<file path="config.mk">
export PLATFORM = sky130hd
export DESIGN_NAME = sorted_max_priority_queue_flat
export DESIGN_NICKNAME = d
export VERILOG_FILES = /design/src/hdl/smpq_pkg.sv /design/src/hdl/smpq_if.sv /design/src/hdl/sorted_max_priority_queue.sv /design/src/hdl/smpq_cell.sv /design/src/flat_wrapper.sv
export SDC_FILE = /design/constraint.sdc
export NUM_CORES = 2
export LEC_CHECK = 0
export BUFFER_PORTS_ARGS = -buffer_cell sky130_fd_sc_hd__buf_2
export CELL_PAD_IN_SITES_DETAIL_PLACEMENT = 1
export CELL_PAD_IN_SITES_GLOBAL_PLACEMENT = 2
export CORE_MARGIN = 3
export CORE_UTILIZATION = 42
export DETAILED_ROUTE_END_ITERATION = 16
export PLACE_DENSITY_LB_ADDON = 0.1
export REMOVE_ABC_BUFFERS = 1
export SYNTH_ARGS = -nofsm -noshare
export SYNTH_HDL_FRONTEND = slang
export SYNTH_HIERARCHICAL = 1
export SYNTH_SLANG_ARGS = --single-unit
</file>
<file path="constraint.sdc">
create_clock -name clk -period 16.88 [get_ports clk]
set_input_delay 1.688 -clock clk [delete_from_list [all_inputs] [get_ports clk]]
set_output_delay 1.688 -clock clk [all_outputs]
set_load 0.1 [all_outputs]
</file>
<file path="src/hdl/smpq_pkg.sv">
`timescale 1ns / 1ps

package smpq_pkg;

    localparam int DEPTH = 16;
    localparam int CNT_W = $clog2(DEPTH + 1);
    localparam int OCC_W = 5;

    localparam logic [1:0] ACT_INSERT  = 2'd0;
    localparam logic [1:0] ACT_EXTRACT = 2'd1;
    localparam logic [1:0] ACT_MODIFY  = 2'd2;
    localparam logic [1:0] ACT_CLEAR   = 2'd3;

    localparam logic [1:0] ST_OK        = 2'd0;
    localparam logic [1:0] ST_EMPTY     = 2'd1;
    localparam logic [1:0] ST_FULL      = 2'd2;
    localparam logic [1:0] ST_NOT_FOUND = 2'd3;

    typedef enum logic [1:0] {
        CELL_HOLD,
        CELL_INSERT,
        CELL_REMOVE
    } cell_op_t;

    typedef struct packed {
        cell_op_t           op;
        logic signed [31:0] value;
        logic signed [31:0] prio;
    } cell_cmd_t;

endpackage

</file>
<file path="src/hdl/smpq_if.sv">
`timescale 1ns / 1ps

interface smpq_req_if;
    logic               valid;
    logic               ready;
    logic [1:0]         action;
    logic signed [31:0] item_value;
    logic signed [31:0] item_priority;

    modport source (output valid, action, item_value, item_priority, input ready);
    modport sink (input valid, action, item_value, item_priority, output ready);
endinterface

interface smpq_rsp_if;
    logic               valid;
    logic               ready;
    logic [1:0]         status;
    logic signed [31:0] taken_value;
    logic signed [31:0] top_value;
    logic               top_valid;
    logic [4:0]         occupancy;

    modport source (output valid, status, taken_value, top_value, top_valid, occupancy,
                    input ready);
    modport sink (input valid, status, taken_value, top_value, top_valid, occupancy,
                  output ready);
endinterface

</file>
<file path="src/hdl/sorted_max_priority_queue.sv">
`timescale 1ns / 1ps
// Sorted max-priority queue of up to DEPTH (value, priority) entries.
// req channel: action, item_value, item_priority; rsp channel: status,
// taken_value, top_value, top_valid, occupancy. One rsp item per req item.
// Entries sit in a row of cells in descending priority order, cell 0 on top;
// equal priorities keep arrival order. Every cell compares against the
// broadcast item at once and shifts toward its neighbor in the same cycle.
// Insert, extract and clear are handled on acceptance; the result is registered and
// shows on rsp the cycle after acceptance. A found modify runs a remove pass,
// then an insert pass; otherwise modify returns ST_NOT_FOUND and changes nothing.
// Sustained rate: one item per cycle while rsp.ready is high. req.ready is low
// during the insert pass of a found modify (S_MOD_INS) and while a result is
// held in the output register with rsp.ready low; a stalled receiver holds
// the result stable and blocks the next item.
// Reset (rst_n low, asynchronous) empties the queue and drops any pending
// result; no clearing pass is needed.
module sorted_max_priority_queue
    import smpq_pkg::*;
(
    input logic         clk,
    input logic         rst_n,
    smpq_req_if.sink    req,
    smpq_rsp_if.source  rsp
);

    typedef enum logic {
        S_IDLE,
        S_MOD_INS
    } state_t;

    state_t             state_reg, state_next;
    logic [CNT_W-1:0]   count_reg, count_next;
    logic               out_valid_reg, out_valid_next;
    logic [1:0]         status_reg, status_next;
    logic signed [31:0] taken_reg, taken_next;
    logic signed [31:0] top_reg, top_next;
    logic signed [31:0] pend_value_reg, pend_value_next;
    logic signed [31:0] pend_priority_reg, pend_priority_next;

    cell_cmd_t          cmd;
    logic               head_found;
    logic               load;
    logic               accept;

    logic               occ      [DEPTH];
    logic               ge       [DEPTH];
    logic               found    [DEPTH];
    logic signed [31:0] c_value  [DEPTH];
    logic signed [31:0] c_prio   [DEPTH];
    logic signed [31:0] head_next;

    genvar i;
    generate
        for (i = 0; i < DEPTH; i++)
        begin : g_cell
            assign occ[i] = count_reg > CNT_W'(i);
            if (i == 0)
            begin : g_head
                smpq_cell u_cell (
                    .clk            (clk),
                    .cmd            (cmd),
                    .occupied       (occ[i]),
                    .left_ge        (1'b1),
                    .left_value     (cmd.value),
                    .left_priority  (cmd.prio),
                    .right_value    (c_value[i+1]),
                    .right_priority (c_prio[i+1]),
                    .found_in       (head_found),
                    .found_out      (found[i]),
                    .ge_out         (ge[i]),
                    .value          (c_value[i]),
                    .prio           (c_prio[i]),
                    .value_next     (head_next)
                );
            end
            else if (i == DEPTH - 1)
            begin : g_tail
                smpq_cell u_cell (
                    .clk            (clk),
                    .cmd            (cmd),
                    .occupied       (occ[i]),
                    .left_ge        (ge[i-1]),
                    .left_value     (c_value[i-1]),
                    .left_priority  (c_prio[i-1]),
                    .right_value    (c_value[i]),
                    .right_priority (c_prio[i]),
                    .found_in       (found[i-1]),
                    .found_out      (found[i]),
                    .ge_out         (ge[i]),
                    .value          (c_value[i]),
                    .prio           (c_prio[i]),
                    .value_next     ()
                );
            end
            else
            begin : g_mid
                smpq_cell u_cell (
                    .clk            (clk),
                    .cmd            (cmd),
                    .occupied       (occ[i]),
                    .left_ge        (ge[i-1]),
                    .left_value     (c_value[i-1]),
                    .left_priority  (c_prio[i-1]),
                    .right_value    (c_value[i+1]),
                    .right_priority (c_prio[i+1]),
                    .found_in       (found[i-1]),
                    .found_out      (found[i]),
                    .ge_out         (ge[i]),
                    .value          (c_value[i]),
                    .prio           (c_prio[i]),
                    .value_next     ()
                );
            end
        end
    endgenerate

    assign req.ready = (state_reg == S_IDLE) && (!out_valid_reg || rsp.ready);
    assign accept    = req.valid && req.ready;

    always_comb
    begin
        state_next         = state_reg;
        count_next         = count_reg;
        pend_value_next    = pend_value_reg;
        pend_priority_next = pend_priority_reg;
        cmd.op             = CELL_HOLD;
        cmd.value          = req.item_value;
        cmd.prio           = req.item_priority;
        head_found         = 1'b0;
        load               = 1'b0;
        status_next        = ST_OK;
        taken_next         = '0;

        unique case (state_reg)
            S_IDLE:
            begin
                if (accept)
                begin
                    load = 1'b1;
                    unique case (req.action)
                        ACT_INSERT:
                        begin
                            if (count_reg < CNT_W'(DEPTH))
                            begin
                                cmd.op     = CELL_INSERT;
                                count_next = count_reg + 1'b1;
                            end
                            else
                            begin
                                status_next = ST_FULL;
                            end
                        end
                        ACT_EXTRACT:
                        begin
                            if (count_reg == '0)
                            begin
                                status_next = ST_EMPTY;
                            end
                            else
                            begin
                                cmd.op     = CELL_REMOVE;
                                head_found = 1'b1;
                                taken_next = c_value[0];
                                count_next = count_reg - 1'b1;
                            end
                        end
                        ACT_MODIFY:
                        begin
                            if (found[DEPTH-1])
                            begin
                                cmd.op             = CELL_REMOVE;
                                count_next         = count_reg - 1'b1;
                                pend_value_next    = req.item_value;
                                pend_priority_next = req.item_priority;
                                state_next         = S_MOD_INS;
                                load               = 1'b0;
                            end
                            else
                            begin
                                status_next = ST_NOT_FOUND;
                            end
                        end
                        ACT_CLEAR:
                        begin
                            count_next = '0;
                        end
                        default:
                        begin
                            status_next = ST_OK;
                        end
                    endcase
                end
            end
            S_MOD_INS:
            begin
                cmd.op     = CELL_INSERT;
                cmd.value  = pend_value_reg;
                cmd.prio   = pend_priority_reg;
                count_next = count_reg + 1'b1;
                load       = 1'b1;
                state_next = S_IDLE;
            end
            default:
            begin
                state_next = S_IDLE;
            end
        endcase

        top_next = (count_next != '0) ? head_next : '0;

        if (load)
        begin
            out_valid_next = 1'b1;
        end
        else if (rsp.ready)
        begin
            out_valid_next = 1'b0;
        end
        else
        begin
            out_valid_next = out_valid_reg;
        end
    end

    always_ff @(posedge clk or negedge rst_n)
    begin
        if (!rst_n)
        begin
            state_reg     <= S_IDLE;
            count_reg     <= '0;
            out_valid_reg <= 1'b0;
        end
        else
        begin
            state_reg     <= state_next;
            count_reg     <= count_next;
            out_valid_reg <= out_valid_next;
        end
    end

    always_ff @(posedge clk)
    begin
        pend_value_reg    <= pend_value_next;
        pend_priority_reg <= pend_priority_next;
        if (load)
        begin
            status_reg <= status_next;
            taken_reg  <= taken_next;
            top_reg    <= top_next;
        end
    end

    logic [CNT_W-1:0] occ_count_reg;

    always_ff @(posedge clk)
    begin
        if (load)
        begin
            occ_count_reg <= count_next;
        end
    end

    assign rsp.valid       = out_valid_reg;
    assign rsp.status      = status_reg;
    assign rsp.taken_value = taken_reg;
    assign rsp.top_value   = top_reg;
    assign rsp.top_valid   = occ_count_reg != '0;
    assign rsp.occupancy   = OCC_W'(occ_count_reg);

endmodule

</file>
<file path="src/hdl/smpq_cell.sv">
`timescale 1ns / 1ps

module smpq_cell
    import smpq_pkg::*;
(
    input  logic               clk,
    input  cell_cmd_t          cmd,
    input  logic               occupied,
    input  logic               left_ge,
    input  logic signed [31:0] left_value,
    input  logic signed [31:0] left_priority,
    input  logic signed [31:0] right_value,
    input  logic signed [31:0] right_priority,
    input  logic               found_in,
    output logic               found_out,
    output logic               ge_out,
    output logic signed [31:0] value,
    output logic signed [31:0] prio,
    output logic signed [31:0] value_next
);

    logic signed [31:0] value_reg;
    logic signed [31:0] priority_reg;
    logic signed [31:0] priority_next;

    assign ge_out    = occupied && (priority_reg >= cmd.prio);
    assign found_out = found_in || (occupied && (value_reg == cmd.value));
    assign value     = value_reg;
    assign prio      = priority_reg;

    always_comb
    begin
        value_next    = value_reg;
        priority_next = priority_reg;
        case (cmd.op)
            CELL_INSERT:
            begin
                if (!ge_out)
                begin
                    if (left_ge)
                    begin
                        value_next    = cmd.value;
                        priority_next = cmd.prio;
                    end
                    else
                    begin
                        value_next    = left_value;
                        priority_next = left_priority;
                    end
                end
            end
            CELL_REMOVE:
            begin
                if (found_out)
                begin
                    value_next    = right_value;
                    priority_next = right_priority;
                end
            end
            default:
            begin
                value_next    = value_reg;
                priority_next = priority_reg;
            end
        endcase
    end

    always_ff @(posedge clk)
    begin
        value_reg    <= value_next;
        priority_reg <= priority_next;
    end

endmodule

</file>
<file path="src/flat_wrapper.sv">
// flat-port wrapper written by rule: the top's interface ports become plain ports
module sorted_max_priority_queue_flat import smpq_pkg::*;
  (clk, rst_n, req_valid, req_action, req_item_value, req_item_priority, req_ready, rsp_valid, rsp_status, rsp_taken_value, rsp_top_value, rsp_top_valid, rsp_occupancy, rsp_ready);
  smpq_req_if req_i ();
  smpq_rsp_if rsp_i ();
  input logic clk;
  input logic rst_n;
  input wire logic [$bits(req_i.valid)-1:0] req_valid;
  input wire logic [$bits(req_i.action)-1:0] req_action;
  input wire logic [$bits(req_i.item_value)-1:0] req_item_value;
  input wire logic [$bits(req_i.item_priority)-1:0] req_item_priority;
  output wire logic [$bits(req_i.ready)-1:0] req_ready;
  output wire logic [$bits(rsp_i.valid)-1:0] rsp_valid;
  output wire logic [$bits(rsp_i.status)-1:0] rsp_status;
  output wire logic [$bits(rsp_i.taken_value)-1:0] rsp_taken_value;
  output wire logic [$bits(rsp_i.top_value)-1:0] rsp_top_value;
  output wire logic [$bits(rsp_i.top_valid)-1:0] rsp_top_valid;
  output wire logic [$bits(rsp_i.occupancy)-1:0] rsp_occupancy;
  input wire logic [$bits(rsp_i.ready)-1:0] rsp_ready;
  assign req_i.valid = req_valid;
  assign req_i.action = req_action;
  assign req_i.item_value = req_item_value;
  assign req_i.item_priority = req_item_priority;
  assign req_ready = req_i.ready;
  assign rsp_valid = rsp_i.valid;
  assign rsp_status = rsp_i.status;
  assign rsp_taken_value = rsp_i.taken_value;
  assign rsp_top_value = rsp_i.top_value;
  assign rsp_top_valid = rsp_i.top_valid;
  assign rsp_occupancy = rsp_i.occupancy;
  assign rsp_i.ready = rsp_ready;
  sorted_max_priority_queue u_core (.clk(clk), .rst_n(rst_n), .req(req_i), .rsp(rsp_i));
endmodule
</file>
* Word level (Yosys, flattened, before mapping)
Cells that the tools add are included.
** Word-level totals
- Word-level logic and storage cells :: 359
- Register bits after elaboration :: 1166
- Input bits :: 70
** Cells by class
- Reduce and logical (&&, ||, !) cells :: 77
- Mux-type cells :: 151
- Magnitude comparators :: 33
- Bitwise gates (word level) :: 4
- Add/sub/neg operators :: 2
- Equality and inequality tests :: 51
** Operators with widths (count)
- $mux 32 :: 90
- $pmux 32 s2 :: 30
- $eq 32x32->1 :: 16
- $ge 32x32->1 :: 16
- $mux 64 :: 1
- $ne 2x2->1 const B :: 30
- $reduce_and 3->1 :: 15
- $gt 5x4->1 const B :: 8
- $logic_and 1x1->1 :: 34
- $gt 5x3->1 const B :: 4
- $mux 5 :: 4
- $pmux 5 s4 :: 1
- $logic_or 1x1->1 :: 17
- $mux 1 :: 14
- $pmux 2 s3 :: 2
- $gt 5x1->1 const B :: 2
- $gt 5x2->1 const B :: 2
- $mux 2 :: 5
- $pmux 5 s2 :: 1
- $reduce_bool 5->1 :: 2
- $eq 2x2->1 const B :: 3
- $add 5x1->5 const B :: 1
- $logic_not 5->1 :: 1
- $lt 5x5->1 const B :: 1
- 12 further kinds :: 18

* Logic depth before layout (Yosys ltp)
- Depth after elaboration :: 29
- Depth in mapped cells :: 51

* Modules after synthesis
Netlist, hierarchy kept.
** By module, submodules not included
- smpq_cell at u_core.g_cell[0].g_head.u_cell ... :: cells each 522, area an instance 4760.8 sq um, instances 10
- smpq_cell at u_core.g_cell[4].g_mid.u_cell ... :: cells each 455, area an instance 4508.1 sq um, instances 6
- sorted_max_priority_queue :: cells each 395, area an instance 6192.2 sq um, instances 1

* Worst setup path before layout
No wires, ideal clock.
- Kind :: input port to flip-flop
- From :: input port req_item_value[0]
- To :: register u_core.occ_count_reg[0], in the netlist u_core/rsp.occupancy[0] (enable)
- Slack :: 3.081 ns
- Cell stages on the path :: 38
- Path buffers :: 0
- Setup time :: 0.600 ns
- Data required time :: 16.280 ns
- Data arrival time :: 13.199 ns
- Path through :: mux2_2 xor2_1 nor4_1 and3_1 a31oi_1 inv_2 a31oi_1 inv_2 a31oi_1 inv_2 a31oi_1 inv_2 a31oi_1 inv_1 a31oi_1 inv_1 a31oi_1 inv_1 [2 not listed] a31oi_1 inv_1 a31oi_1 inv_1 a31oi_1 inv_2 a31oi_1 inv_2 a31oi_1 inv_2 a31oi_1 inv_2 a31oi_1 inv_2 a31oi_1 inv_2 and3b_1 o21ai_0
** RTL lines
- from (decl) :: RTL line flat_wrapper.sv:10 : input wire logic [$bits(req_i.item_value)-1:0] req_item_value;
- to (signal assigned) :: RTL line sorted_max_priority_queue.sv:259 : occ_count_reg <= count_next;
- to (decl) :: RTL line sorted_max_priority_queue.sv:253 : logic [CNT_W-1:0] occ_count_reg;

==> flow_summary_export.csv <==
group,metric,value,unit
global_route,antenna_found_initial,6,
run_status,status,"finished clean",
setup_path,worstSetupStartpointType,"register",
timing,drv_slew,0,
hold_path,min_path_cells,2,
die,start_util,42.4,%
placement,dp_hpwl,189,mm
drt,vias_per_cell,5.54,
timing,relSlewSlack,11.4,%
drt,postRouteAntennaNets,0,
cts,cts_tree,"yes",
setup_path,r2r_slack,3200,ps
final_layout,final_net_count,8966,
setup_path,path_max_fanout,67,
cts,cts-buffers-inserted,150,
cts,clk_path_buf_depth,3,
timing,finalHoldViolCount,0,
cts,cts_resized,0,
placement,place_area,0.0836,mm^2
hold_path,hp-class,"reg -> reg",
drt,wirelength,245,mm
hold_path,hold_start,"u_core/g_cell[4].g_mid.u_cell/value[27]",
cts,postCtsSetupBuffers,0,
die,fp.dieW,445,um
timing,setup_viol_count_final,0,
setup_path,end_kind,"register",
timing,finClkSkew,35.2,ps
final_layout,postLayoutCellArea,0.0885,mm^2
cts,clock_latency,810,ps
final_layout,drive_gt1_share,16.8,%
die,rows,160,
timing,rsz0062_at_grt,"no",
synthesis,yosysWarnings,6,
die,core-area,0.191,mm^2
final_layout,flow.area_growth_from_synthesis,9.53,%
job,maxCapViolations,0,
cts,clk_pin_slew_worst_paths,60,ps
synthesis,syn_avg_cell_area,9.69,um^2
global_route,grt_max_degree,69,
timing,whs,529,ps
setup_path,cp_common_cell,"a31oi_1",
timing,finalCritPeriodShare,81.0,%
cts,ctsHoldBuffers,0,
synthesis,synth_cells,8344,
die,num_io_pins,144,
drt,vias,60900,
setup_path,worstRegToRegCells,45,
die,die_area,0.198,mm^2
placement,gp_congestion,0.815,
setup_path,worst_ep_required_time,17290,ps
timing,max_freq,73.1,MHz
drt,dr.pass1.iters,5,
final_layout,multi_input_area,0.0454,mm^2
timing,fin_tns_setup,0,ps
cts,cts.sink_count,1166,
setup_path,startpoint,"u_core/state_reg",
setup_path,cp.arrival,14080,ps
setup_path,r2r_start,"u_core/state_reg",
setup_path,crit_path_top_delay_cell,"a21oi_4",
final_layout,fillers,21300,
power,ir_drop,108,uV
setup_path,rr_endpoint,"u_core/g_cell[7].g_mid.u_cell/prio[3]",
global_route,overflow,0,
global_route,grt_usage,24.3,%
final_layout,seqCellArea,0.0299,mm^2
drt,post_drt_wl_per_cell,22.3,um
setup_path,criticalPathCategory,"reg -> reg",
drt,drc_errors,0,
cts,root_buffer,"clkbuf_16",
drt,wl_met1,126,mm
global_route,grt_first_pass_wirelength,385,mm
power,p_per_area,111,mW/mm^2
synthesis,syn-cell-area,0.0808,mm^2
power,p_leak,0.0335,uW
hold_path,hold_path_end,"u_core/g_cell[3].g_mid.u_cell/value[27]",
drt,route.met2.wl,106,mm
drt,wl_met3,7.50,mm
die,fp.dieH,445,um
cts,cts-htree-levels,4,
timing,worstMarginPinSlew,1330,ps
drt,topRoutingLayerUsed,"met4",
setup_path,cp_slowest_stage_delay,860,ps
drt,drt-initial-drc-count,3084,
global_route,first_global_vias,63200,
timing,fin_crit,13680,ps
placement,io_buffers,143,
layout make-up:
| class | instances | share of cell area, % |
|---|---|---|
| repair buffers | 266 | 1.85 |
| diodes | 2 | 0.00565 |
| clock buffers | 204 | 4.80 |
| multi-input cells | 5834 | 51.3 |
| clock inverters | 71 | 0.808 |
| well taps | 2511 | 3.55 |
| inverters | 928 | 3.93 |
| flip-flops and latches | 1166 | 33.7 |
where the power goes:
group	internal [uW]	leakage, uW	switching (uW)
clock	1950	0.00243	1310
combinational	1250	0.0208	1830
sequential	3340	0.0102	202
routing by layer:
| layer | vias to the layer above | track usage [%] |
|---|---|---|
| met5 | - | 0 |
| met4 | 0 | 6.36 |
| met3 | 251 | 2.53 |
| met2 | 849 | 37.6 |
| met1 | 29900 | 36.0 |
| li1 | 29900 | - |
stage by stage:
stage	power (uW)	utilization, %	std cells	setup slack [ps]
final	9870	46.4	11000	3200
after global routing	10400	46.4	11000	2130
after CTS	9970	46.4	11000	3250
after detailed placement	6680	43.8	10700	3080
after global placement	6580	43.8	10700	3260
after floorplan	5870	-	7928	2770
worst max-delay path by stage:
stage | cells past startpoint | slack, ps | end
finish | 45 | 3200 | u_core/g_cell[7].g_mid.u_cell/prio[3]
global placement | 47 | 3260 | u_core/rsp.top_value[3]
global route | 45 | 2130 | u_core/g_cell[7].g_mid.u_cell/prio[2]
CTS | 45 | 3250 | u_core/g_cell[7].g_mid.u_cell/prio[3]
floorplan | 38 | 2770 | u_core/rsp.occupancy[0]
detailed placement | 46 | 3080 | u_core/g_cell[7].g_mid.u_cell/prio[11]
critical path: cells and delay by family, from the launching register on:
family,cells,cell delay (ps)
DFF,1,790
muxes,1,590
adders and majority gates,1,560
and+or+nand+nor,5,840
buffers and inverters,18,2390
AOI/OAI and AO/OA,19,7760
xor gates and xnor gates,1,210
cells in the final DEF, fill, tap and decap left out, drive strengths merged, types with 11 or more instances in the layout:
cell and instances:
ha 550, a22oi 22, a221oi 16, mux2 576, edfxtp 647, and3 14
o21a 17, a21o 32, nor4 65, nand3 41, a221o 192, bufinv 12
xnor2 433, or2 11, o211ai 343, nand2 958, o21ai 931, mux2i 513
nor3 30, inv 933, and2 287, a21oi 194, buf 266, clkbuf 204
dfxtp 512, nor2 82, xor2 64, a2111o 16, nand4 222, a211oi 34
nor2b 21, nand2b 51, clkinv 48, a2111oi 16, a31oi 16
(Power assumes the default switching activity.)
